**src/hw/rtl/sorted_set_priority_queue_assert.svh**
```systemverilog
// Assertion macros shared by the priority queue RTL.
// No dependencies; the user must have clk_i and rst_ni in scope.
`ifndef SORTED_SET_PRIORITY_QUEUE_ASSERT_SVH
`define SORTED_SET_PRIORITY_QUEUE_ASSERT_SVH

// Same-cycle implication.
`define SSPQ_ASSERT_IMP(lbl, ante, cons, msg) \
  lbl: assert property (@(posedge clk_i) disable iff (!rst_ni) (ante) |-> (cons)) \
    else $error(msg);

// Next-cycle implication.
`define SSPQ_ASSERT_NXT(lbl, ante, cons, msg) \
  lbl: assert property (@(posedge clk_i) disable iff (!rst_ni) (ante) |=> (cons)) \
    else $error(msg);

`endif

```
**src/hw/rtl/sspq_pkg.sv**
```systemverilog
// Shared types and constants for the sorted-set priority queue.
// No dependencies.
`default_nettype none

package sspq_pkg;

  localparam int unsigned KeyW   = 32;
  localparam int unsigned StatW  = 3;
  localparam logic [KeyW-1:0] SentinelKey = '1;

  typedef enum logic [StatW-1:0] {
    STS_ADDED   = 3'd0,
    STS_DUP     = 3'd1,
    STS_FULL    = 3'd2,
    STS_REMOVED = 3'd3,
    STS_EMPTY   = 3'd4
  } status_e;

  typedef enum logic {
    ACT_ADD = 1'b0,
    ACT_POP = 1'b1
  } action_e;

  typedef enum logic [2:0] {
    S_IDLE,
    S_SCAN,
    S_DECIDE,
    S_MOVE,
    S_FIN
  } state_e;

  // controller -> datapath
  typedef struct packed {
    logic load;
    logic scan;
    logic decide;
    logic move;
    logic emit;
  } cmd_t;

  // datapath -> controller
  typedef struct packed {
    logic scan_done;
    logic move_needed;
    logic out_free;
  } sts_t;

endpackage

`default_nettype wire

```
**src/hw/rtl/sspq_ctrl.sv**
```systemverilog
// Sequencing state machine for the priority queue.
// Depends on sspq_pkg and the assertion macro header.
`default_nettype none

module sspq_ctrl
  import sspq_pkg::*;
(
  input  logic clk_i,
  input  logic rst_ni,
  input  logic s_tvalid_i,
  output logic s_tready_o,
  input  sts_t sts_i,
  output cmd_t cmd_o
);

`include "sorted_set_priority_queue_assert.svh"

  state_e state_q, state_d;

  always_ff @(posedge clk_i or negedge rst_ni) begin
    if (!rst_ni) begin
      state_q <= S_IDLE;
    end else begin
      state_q <= state_d;
    end
  end

  always_comb begin
    state_d = state_q;
    unique case (state_q)
      S_IDLE: begin
        if (s_tvalid_i) state_d = S_SCAN;
      end
      S_SCAN: begin
        if (sts_i.scan_done) state_d = S_DECIDE;
      end
      S_DECIDE: begin
        state_d = sts_i.move_needed ? S_MOVE : S_FIN;
      end
      S_MOVE: begin
        state_d = S_FIN;
      end
      S_FIN: begin
        if (sts_i.out_free) state_d = S_IDLE;
      end
      default: begin
        state_d = S_IDLE;
      end
    endcase
  end

  always_comb begin
    cmd_o        = '0;
    s_tready_o   = (state_q == S_IDLE);
    cmd_o.load   = (state_q == S_IDLE) && s_tvalid_i;
    cmd_o.scan   = (state_q == S_SCAN);
    cmd_o.decide = (state_q == S_DECIDE);
    cmd_o.move   = (state_q == S_MOVE);
    cmd_o.emit   = (state_q == S_FIN) && sts_i.out_free;
  end

  `SSPQ_ASSERT_IMP(a_move_after_decide, state_q == S_MOVE, $past(state_q) == S_DECIDE, "move without decide")
  `SSPQ_ASSERT_NXT(a_load_starts_scan, cmd_o.load, state_q == S_SCAN, "load did not start scan")
  `SSPQ_ASSERT_IMP(a_one_cmd, 1'b1, $onehot0(cmd_o), "several commands at once")

endmodule

`default_nettype wire

```
**src/hw/rtl/sspq_dpath.sv**
```systemverilog
// Datapath: key memory, fill count, scan compare, result register.
// Depends on sspq_pkg and the assertion macro header.
`default_nettype none

module sspq_dpath
  import sspq_pkg::*;
#(
  parameter int unsigned CAPACITY = 64
) (
  input  logic            clk_i,
  input  logic            rst_ni,
  input  cmd_t            cmd_i,
  output sts_t            sts_o,
  input  logic            in_action_i,
  input  logic [KeyW-1:0] in_key_i,
  output logic            out_valid_o,
  input  logic            out_ready_i,
  output logic [StatW-1:0] out_status_o,
  output logic [KeyW-1:0] out_key_o
);

`include "sorted_set_priority_queue_assert.svh"

  localparam int unsigned AW = (CAPACITY > 1) ? $clog2(CAPACITY) : 1;
  localparam int unsigned CW = $clog2(CAPACITY + 1);

  // keys are kept packed in slots 0 .. count-1
  logic [KeyW-1:0] mem [CAPACITY];

  logic [CW-1:0]   count_q, count_d;
  logic [CW-1:0]   idx_q, idx_d;
  logic            action_q;
  logic [KeyW-1:0] key_q;
  logic            rd_vld_q;
  logic [AW-1:0]   rd_idx_q;
  logic [KeyW-1:0] rd_data_q;
  logic            dup_q, any_q;
  logic [KeyW-1:0] min_q;
  logic [AW-1:0]   min_idx_q;
  status_e         res_status_q, res_status_d;
  logic [KeyW-1:0] res_key_q, res_key_d;
  logic            out_valid_q;
  logic [StatW-1:0] out_status_q;
  logic [KeyW-1:0] out_key_q;

  logic            scan_rd, rd_en, wr_en, add_ok, is_full, is_empty, take_min;
  logic [AW-1:0]   rd_addr, wr_addr, last_addr;
  logic [KeyW-1:0] wr_data;

  assign is_full   = (count_q == CW'(CAPACITY));
  assign is_empty  = (count_q == '0);
  assign last_addr = AW'(count_q - CW'(1));
  assign scan_rd   = cmd_i.scan && (idx_q != count_q);
  assign add_ok    = (action_q == ACT_ADD) && !dup_q && (key_q != SentinelKey) && !is_full;
  assign take_min  = rd_vld_q && (!any_q || (rd_data_q < min_q));

  assign sts_o.scan_done   = (idx_q == count_q) && !rd_vld_q;
  assign sts_o.move_needed = (action_q == ACT_POP) && !is_empty;
  assign sts_o.out_free    = !out_valid_q || out_ready_i;

  assign rd_en   = scan_rd || (cmd_i.decide && sts_o.move_needed);
  assign rd_addr = scan_rd ? idx_q[AW-1:0] : last_addr;
  assign wr_en   = (cmd_i.decide && add_ok) || cmd_i.move;
  assign wr_addr = cmd_i.move ? min_idx_q : count_q[AW-1:0];
  assign wr_data = cmd_i.move ? rd_data_q : key_q;

  always_ff @(posedge clk_i) begin
    if (wr_en) mem[wr_addr] <= wr_data;
    if (rd_en) rd_data_q <= mem[rd_addr];
  end

  always_comb begin
    count_d = count_q;
    if (cmd_i.decide && add_ok) begin
      count_d = count_q + CW'(1);
    end else if (cmd_i.decide && sts_o.move_needed) begin
      count_d = count_q - CW'(1);
    end
  end

  always_comb begin
    idx_d = idx_q;
    if (cmd_i.load) begin
      idx_d = '0;
    end else if (scan_rd) begin
      idx_d = idx_q + CW'(1);
    end
  end

  always_comb begin
    res_status_d = res_status_q;
    res_key_d    = res_key_q;
    if (cmd_i.decide) begin
      res_key_d = '0;
      if (action_q == ACT_ADD) begin
        priority if ((key_q == SentinelKey) || dup_q) res_status_d = STS_DUP;
        else if (is_full) res_status_d = STS_FULL;
        else res_status_d = STS_ADDED;
      end else if (is_empty) begin
        res_status_d = STS_EMPTY;
      end else begin
        res_status_d = STS_REMOVED;
        res_key_d    = min_q;
      end
    end
  end

  always_ff @(posedge clk_i or negedge rst_ni) begin
    if (!rst_ni) begin
      count_q     <= '0;
      idx_q       <= '0;
      rd_vld_q    <= 1'b0;
      out_valid_q <= 1'b0;
    end else begin
      count_q  <= count_d;
      idx_q    <= idx_d;
      rd_vld_q <= scan_rd;
      if (cmd_i.emit) begin
        out_valid_q <= 1'b1;
      end else if (out_ready_i) begin
        out_valid_q <= 1'b0;
      end
    end
  end

  // payload and scan flags; flags are reloaded on every item
  always_ff @(posedge clk_i) begin
    rd_idx_q     <= idx_q[AW-1:0];
    res_status_q <= res_status_d;
    res_key_q    <= res_key_d;
    if (cmd_i.load) begin
      action_q <= in_action_i;
      key_q    <= in_key_i;
      dup_q    <= 1'b0;
      any_q    <= 1'b0;
    end else if (rd_vld_q) begin
      any_q <= 1'b1;
      if (rd_data_q == key_q) dup_q <= 1'b1;
    end
    if (take_min) begin
      min_q     <= rd_data_q;
      min_idx_q <= rd_idx_q;
    end
    if (cmd_i.emit) begin
      out_status_q <= res_status_q;
      out_key_q    <= res_key_q;
    end
  end

  assign out_valid_o  = out_valid_q;
  assign out_status_o = out_status_q;
  assign out_key_o    = out_key_q;

  `SSPQ_ASSERT_IMP(a_count_bound, 1'b1, count_q <= CW'(CAPACITY), "fill count above capacity")
  `SSPQ_ASSERT_NXT(a_add_grows, cmd_i.decide && add_ok, count_q == $past(count_q) + CW'(1), "add did not grow count")
  `SSPQ_ASSERT_IMP(a_full_only_full, cmd_i.emit && (res_status_q == STS_FULL), is_full, "full reported with room left")
  `SSPQ_ASSERT_IMP(a_idx_bound, cmd_i.scan, idx_q <= count_q, "scan index past fill count")

endmodule

`default_nettype wire

```
**src/hw/rtl/sorted_set_priority_queue.sv**
```systemverilog
// Sorted-set priority queue, top level: controller plus datapath.
// Depends on sspq_pkg, sspq_ctrl, sspq_dpath.
// Usage: one input item (s_*) is one operation. s_tuser is the action
//   (0 add key, 1 remove smallest key); s_tdata is the key, ignored for a
//   remove. A key already held, or the all-ones key, is refused as a
//   duplicate; an add of a new key to a full store is refused as full.
//   One result item (m_*) per input item, in order: m_tuser is the status
//   (0 added, 1 duplicate, 2 full, 3 removed, 4 empty), m_tdata the
//   removed key for status 3, else zero.
// Throughput: one item at a time, set by a scan of the key memory at
//   one entry per cycle; a remove that finds a key adds a slot move
//   after the scan. The next item is accepted at the earliest in the
//   cycle after the result is loaded. s_tready is high only while idle.
// Reset: rst_ni clears the fill count and control state; the queue comes
//   up empty and ready at once, with no clearing pass.
// Stalls: the result sits in an output register. While m_tready is low
//   the next item is still accepted and processed; it then waits for the
//   register before it is delivered.
`default_nettype none

module sorted_set_priority_queue
  import sspq_pkg::*;
#(
  parameter int unsigned CAPACITY = 64
) (
  input  logic             clk_i,
  input  logic             rst_ni,
  input  logic             s_tvalid,
  output logic             s_tready,
  input  logic [KeyW-1:0]  s_tdata,   // [31:0] key
  input  logic             s_tuser,   // [0] action
  output logic             m_tvalid,
  input  logic             m_tready,
  output logic [KeyW-1:0]  m_tdata,   // [31:0] min_key
  output logic [StatW-1:0] m_tuser    // [2:0] status
);

  cmd_t cmd;
  sts_t sts;

  // sequencer: accept, scan, decide, optional slot move, deliver
  sspq_ctrl u_ctrl (
    .clk_i      (clk_i),
    .rst_ni     (rst_ni),
    .s_tvalid_i (s_tvalid),
    .s_tready_o (s_tready),
    .sts_i      (sts),
    .cmd_o      (cmd)
  );

  // key memory kept packed; a removal refills its slot from the last key
  sspq_dpath #(
    .CAPACITY (CAPACITY)
  ) u_dpath (
    .clk_i        (clk_i),
    .rst_ni       (rst_ni),
    .cmd_i        (cmd),
    .sts_o        (sts),
    .in_action_i  (s_tuser),
    .in_key_i     (s_tdata),
    .out_valid_o  (m_tvalid),
    .out_ready_i  (m_tready),
    .out_status_o (m_tuser),
    .out_key_o    (m_tdata)
  );

endmodule

`default_nettype wire
```
**config.mk**
```make
export PLATFORM = sky130hd
export DESIGN_NAME = sorted_set_priority_queue
export DESIGN_NICKNAME = d
export VERILOG_FILES = /design/src/hw/rtl/sspq_pkg.sv /design/src/hw/rtl/sspq_ctrl.sv /design/src/hw/rtl/sspq_dpath.sv /design/src/hw/rtl/sorted_set_priority_queue.sv
export VERILOG_INCLUDE_DIRS = /design/src /design/src/hw/rtl
export SDC_FILE = /design/constraint.sdc
export NUM_CORES = 2
export LEC_CHECK = 0
export BUFFER_PORTS_ARGS = -buffer_cell sky130_fd_sc_hd__buf_4
export CORE_MARGIN = 5
export CORE_UTILIZATION = 35
export CTS_BUF_LIST = sky130_fd_sc_hd__clkbuf_4 sky130_fd_sc_hd__clkbuf_8
export DETAILED_ROUTE_END_ITERATION = 12
export GPL_TIMING_DRIVEN = 0
export PLACE_DENSITY = 0.47
export SLEW_MARGIN = 20
export SYNTH_ARGS = -nofsm -noshare
export SYNTH_HDL_FRONTEND = slang
export SYNTH_SLANG_ARGS = --single-unit
```
**constraint.sdc**
```tcl
create_clock -name clk_i -period 5.76 [get_ports clk_i]
set_input_delay 0.576 -clock clk_i [delete_from_list [all_inputs] [get_ports clk_i]]
set_output_delay 0.576 -clock clk_i [all_outputs]
set_load 0.02 [all_outputs]
```
==> qor.yml <==
critPathKind: "reg2reg"
fp.dieH_um: 515.8
timing.fmax_mhz: 169.7
final.fill_count: 23401
skew_ns: 0.09266
required_ns: 6.67
slowest_stage: "a31oi_1"
yosysWarnings: 0
dieArea_mm2: 0.2661
seqCellArea_mm2: 0.06733
finalWirelength_um: 327400
grt-ovfl-total: 0
end_kind: "flop"
place_ws_ns: -0.9339
r2r_slack_ns: -0.13
ios: 74
grt_pass1_wl_um: 447200
status: "finished with violations"
place_congestion: 0.9844
die_w_um: 515.8
relSlewSlack_pct: 18.54
period_share_pct: 102.3
synth_flop_cell: "edfxtp_1"
cap_viol_max_count: 0
layout-drive-gt1-share_pct: 15.61
max_stage_delay_ns: 0.91
rr_startpoint: "u_dpath.count_q[4]"
cts_buffers: 392
setup_tns_ns: -0.5593
final_cells: 10848
netlist_area_mm2: 0.08955
path_max_fanout: 10
antenna_left: 0
drt_iter0_drc: 7278
tightestPinTransition_ns: 1.219
synthArstFlopShare_pct: 0.8452
ys_seq_area_share_pct: 75.18
rows: 185
layout_min_cycle_time_ns: 5.892
path_cells: "buf_4, xor2_1, nor4_2, a21o_1, buf_6, mux2i_2, buf_4, nand2_1, clkbuf_1, a2111oi_0, a31oi_2, a31oi_1, o221a_1"
worstHoldEndpoint: "u_dpath.key_q[0]"
grt_util_all_layers_pct: 24.00
core_area_mm2: 0.2544
synth_nets: 6612
cts_num_sinks: 2248
cp_top_family: "compound AO/OA/AOI/OAI gates"
vias_per_cell: 5.482
multi_input_area_mm2: 0.02119
yosys-top-cells-area: "edfxtp_1 (74%), nand2_1 (7.8%), nand3_1 (3.3%)"
insertion_delay_ns: 1.08
postSynthAreaPerCell_um2: 13.69
ys_types: 53
wire_per_inst_um: 30.18
start_util_pct: 35.20
slew_violations: 0
fin_nets: 7257
yosys.area.top_type: "edfxtp_1"
crit_buf_inv: 4
whs_path_depth: 2
met2_usage_pct: 37.34
crit_top_cell: "buf_4"
synthCells: 6540
antenna_found_initial: 39
setup_violations: 13
cts_tree: "done"
layout_commonest_cell: "edfxtp_1"
h-tree-depth: 5
hold_start: "s_tdata[0]"
hold_slack_ns: 0.2186
min_path_type: "in2reg"
ff2ff_path_depth: 13
startpoint_type: "flop"
most-common-layout-cells: "edfxtp_1 (2221), nand2_1 (1825), nand3_1 (589)"
setup_ws_ns: -0.1320
synthToLayoutAreaGrowth_pct: 18.71
hold_violations: 0
violations: "negative setup slack"
r2r-end: "u_dpath.rd_data_q[16]"
critical_path_arrival_ns: 6.80
yosys_register_bits: 2248
grt_busiest_layer: "met2"
grt_use_met3_pct: 5.814
drc: 0
synth_edf_count: 2221
vias: 59469
dp_hpwl_um: 230500
grt_use_met1_pct: 32.71
path_clk_slew_ns: 0.07
synth_top_area_share_pct: 74.47
dpl.cell_count: 10119
cts-root-buf: "clkbuf_8"
grt_max_degree: 65
firstDrtPassIters: 6
io_buffers: 73
first_global_vias: 56794
cts_buffer_depth: 4
## sequential cells by signal (all words and copies together) (netlist names)
name,cells
u_dpath.rd_idx_q,6
u_dpath.out_key_o,32
u_ctrl.state_q,3
u_dpath.count_q,7
u_dpath.rd_vld_q,1
u_dpath.out_valid_o,1
u_dpath.dup_q,1
u_dpath.any_q,1
u_dpath.key_q,32
u_dpath.action_q,1
u_dpath.res_status_q,3
u_dpath.out_status_o,3
u_dpath.rd_data_q,32
u_dpath.mem,2048
u_dpath.res_key_q,32
u_dpath.min_idx_q,6
u_dpath.idx_q,7
u_dpath.min_q,32
## layout make-up
type | count | area share (%)
inverter | 42 | 0.1507
multi-input combinational | 3839 | 19.93
tap | 3366 | 3.962
clock buffer | 539 | 6.154
clock inverter | 128 | 0.5767
buffer | 411 | 1.864
antenna | 24 | 0.05650
sequential | 2248 | 63.34
timing repair buffer | 251 | 3.970
## worst max path at each step
stage | start | to | cells after the start
2_1_floorplan | u_ctrl.state_q[2] | u_dpath.mem[10][0] | 8
3_3_place_gp | u_dpath.count_q[4] | u_dpath.rd_data_q[6] | 14
3_5_place_dp | u_dpath.count_q[4] | u_dpath.rd_data_q[20] | 14
4_1_cts | u_dpath.count_q[4] | u_dpath.rd_data_q[31] | 14
5_1_grt | u_ctrl.state_q[0] | u_dpath.rd_data_q[15] | 13
6_report | u_dpath.count_q[4] | u_dpath.rd_data_q[16] | 13
## stage by stage
stage	area, um2	util (%)
floorplan	89550	-
global placement	94310	37.08
detailed placement	98510	38.73
CTS	106100	41.72
global route	106300	41.77
finish	106300	41.79
## metal layers
metal	vias up	part of all wire, %
met5	-	0
met4	0	3.9
met3	608	8.8
met2	2841	45
met1	30348	42
li1	25672	-
## repair_timing
action / 4_1_cts / 5_1_grt
setup buffers: 0 / 0
pin swaps: 0 / 0
resized for setup: 20 / 16
hold buffers: 37 / 0
endpoints found under the setup margin: 32 / 17
hold endpoints to repair: 56 / 0
## synth_stat cells (9+ instances only)
cell type	instances
nor2_1	122
a21o_1	23
buf_2	118
a221oi_1	22
a31oi_1	146
or3_1	34
nand3_1	589
mux2_2	35
clkbuf_1	210
a21oi_1	130
o21ai_0	21
buf_6	23
o31ai_1	35
a311oi_1	79
and3_1	204
edfxtp_1	2221
mux2i_1	116
o21ai_1	19
ha_1	35
dfrtp_1	19
nand2b_1	9
xor2_1	19
a2111oi_0	32
buf_4	24
buf_1	36
mux2_1	31
nor4_1	32
nand2_1	1858
o22ai_1	40
inv_1	41
a32oi_1	57
o221a_1	30
nor3_1	11
nand4_1	20
xnor2_1	36
a221oi_2	11
## logic make-up after synthesis
family / count (synthesis) / synth area share [%]
compound gates: 669 / 5.397
xor+xnor: 55 / 0.5379
fa+ha+maj: 35 / 0.4890
buf+inv: 453 / 2.360
flops: 2248 / 75.18
mux: 183 / 2.152
simple gates: 2897 / 13.88
Power is left out: the tool's default activity adds up to more than one toggle a clock period on the data nets, which glitch-free logic cannot reach.
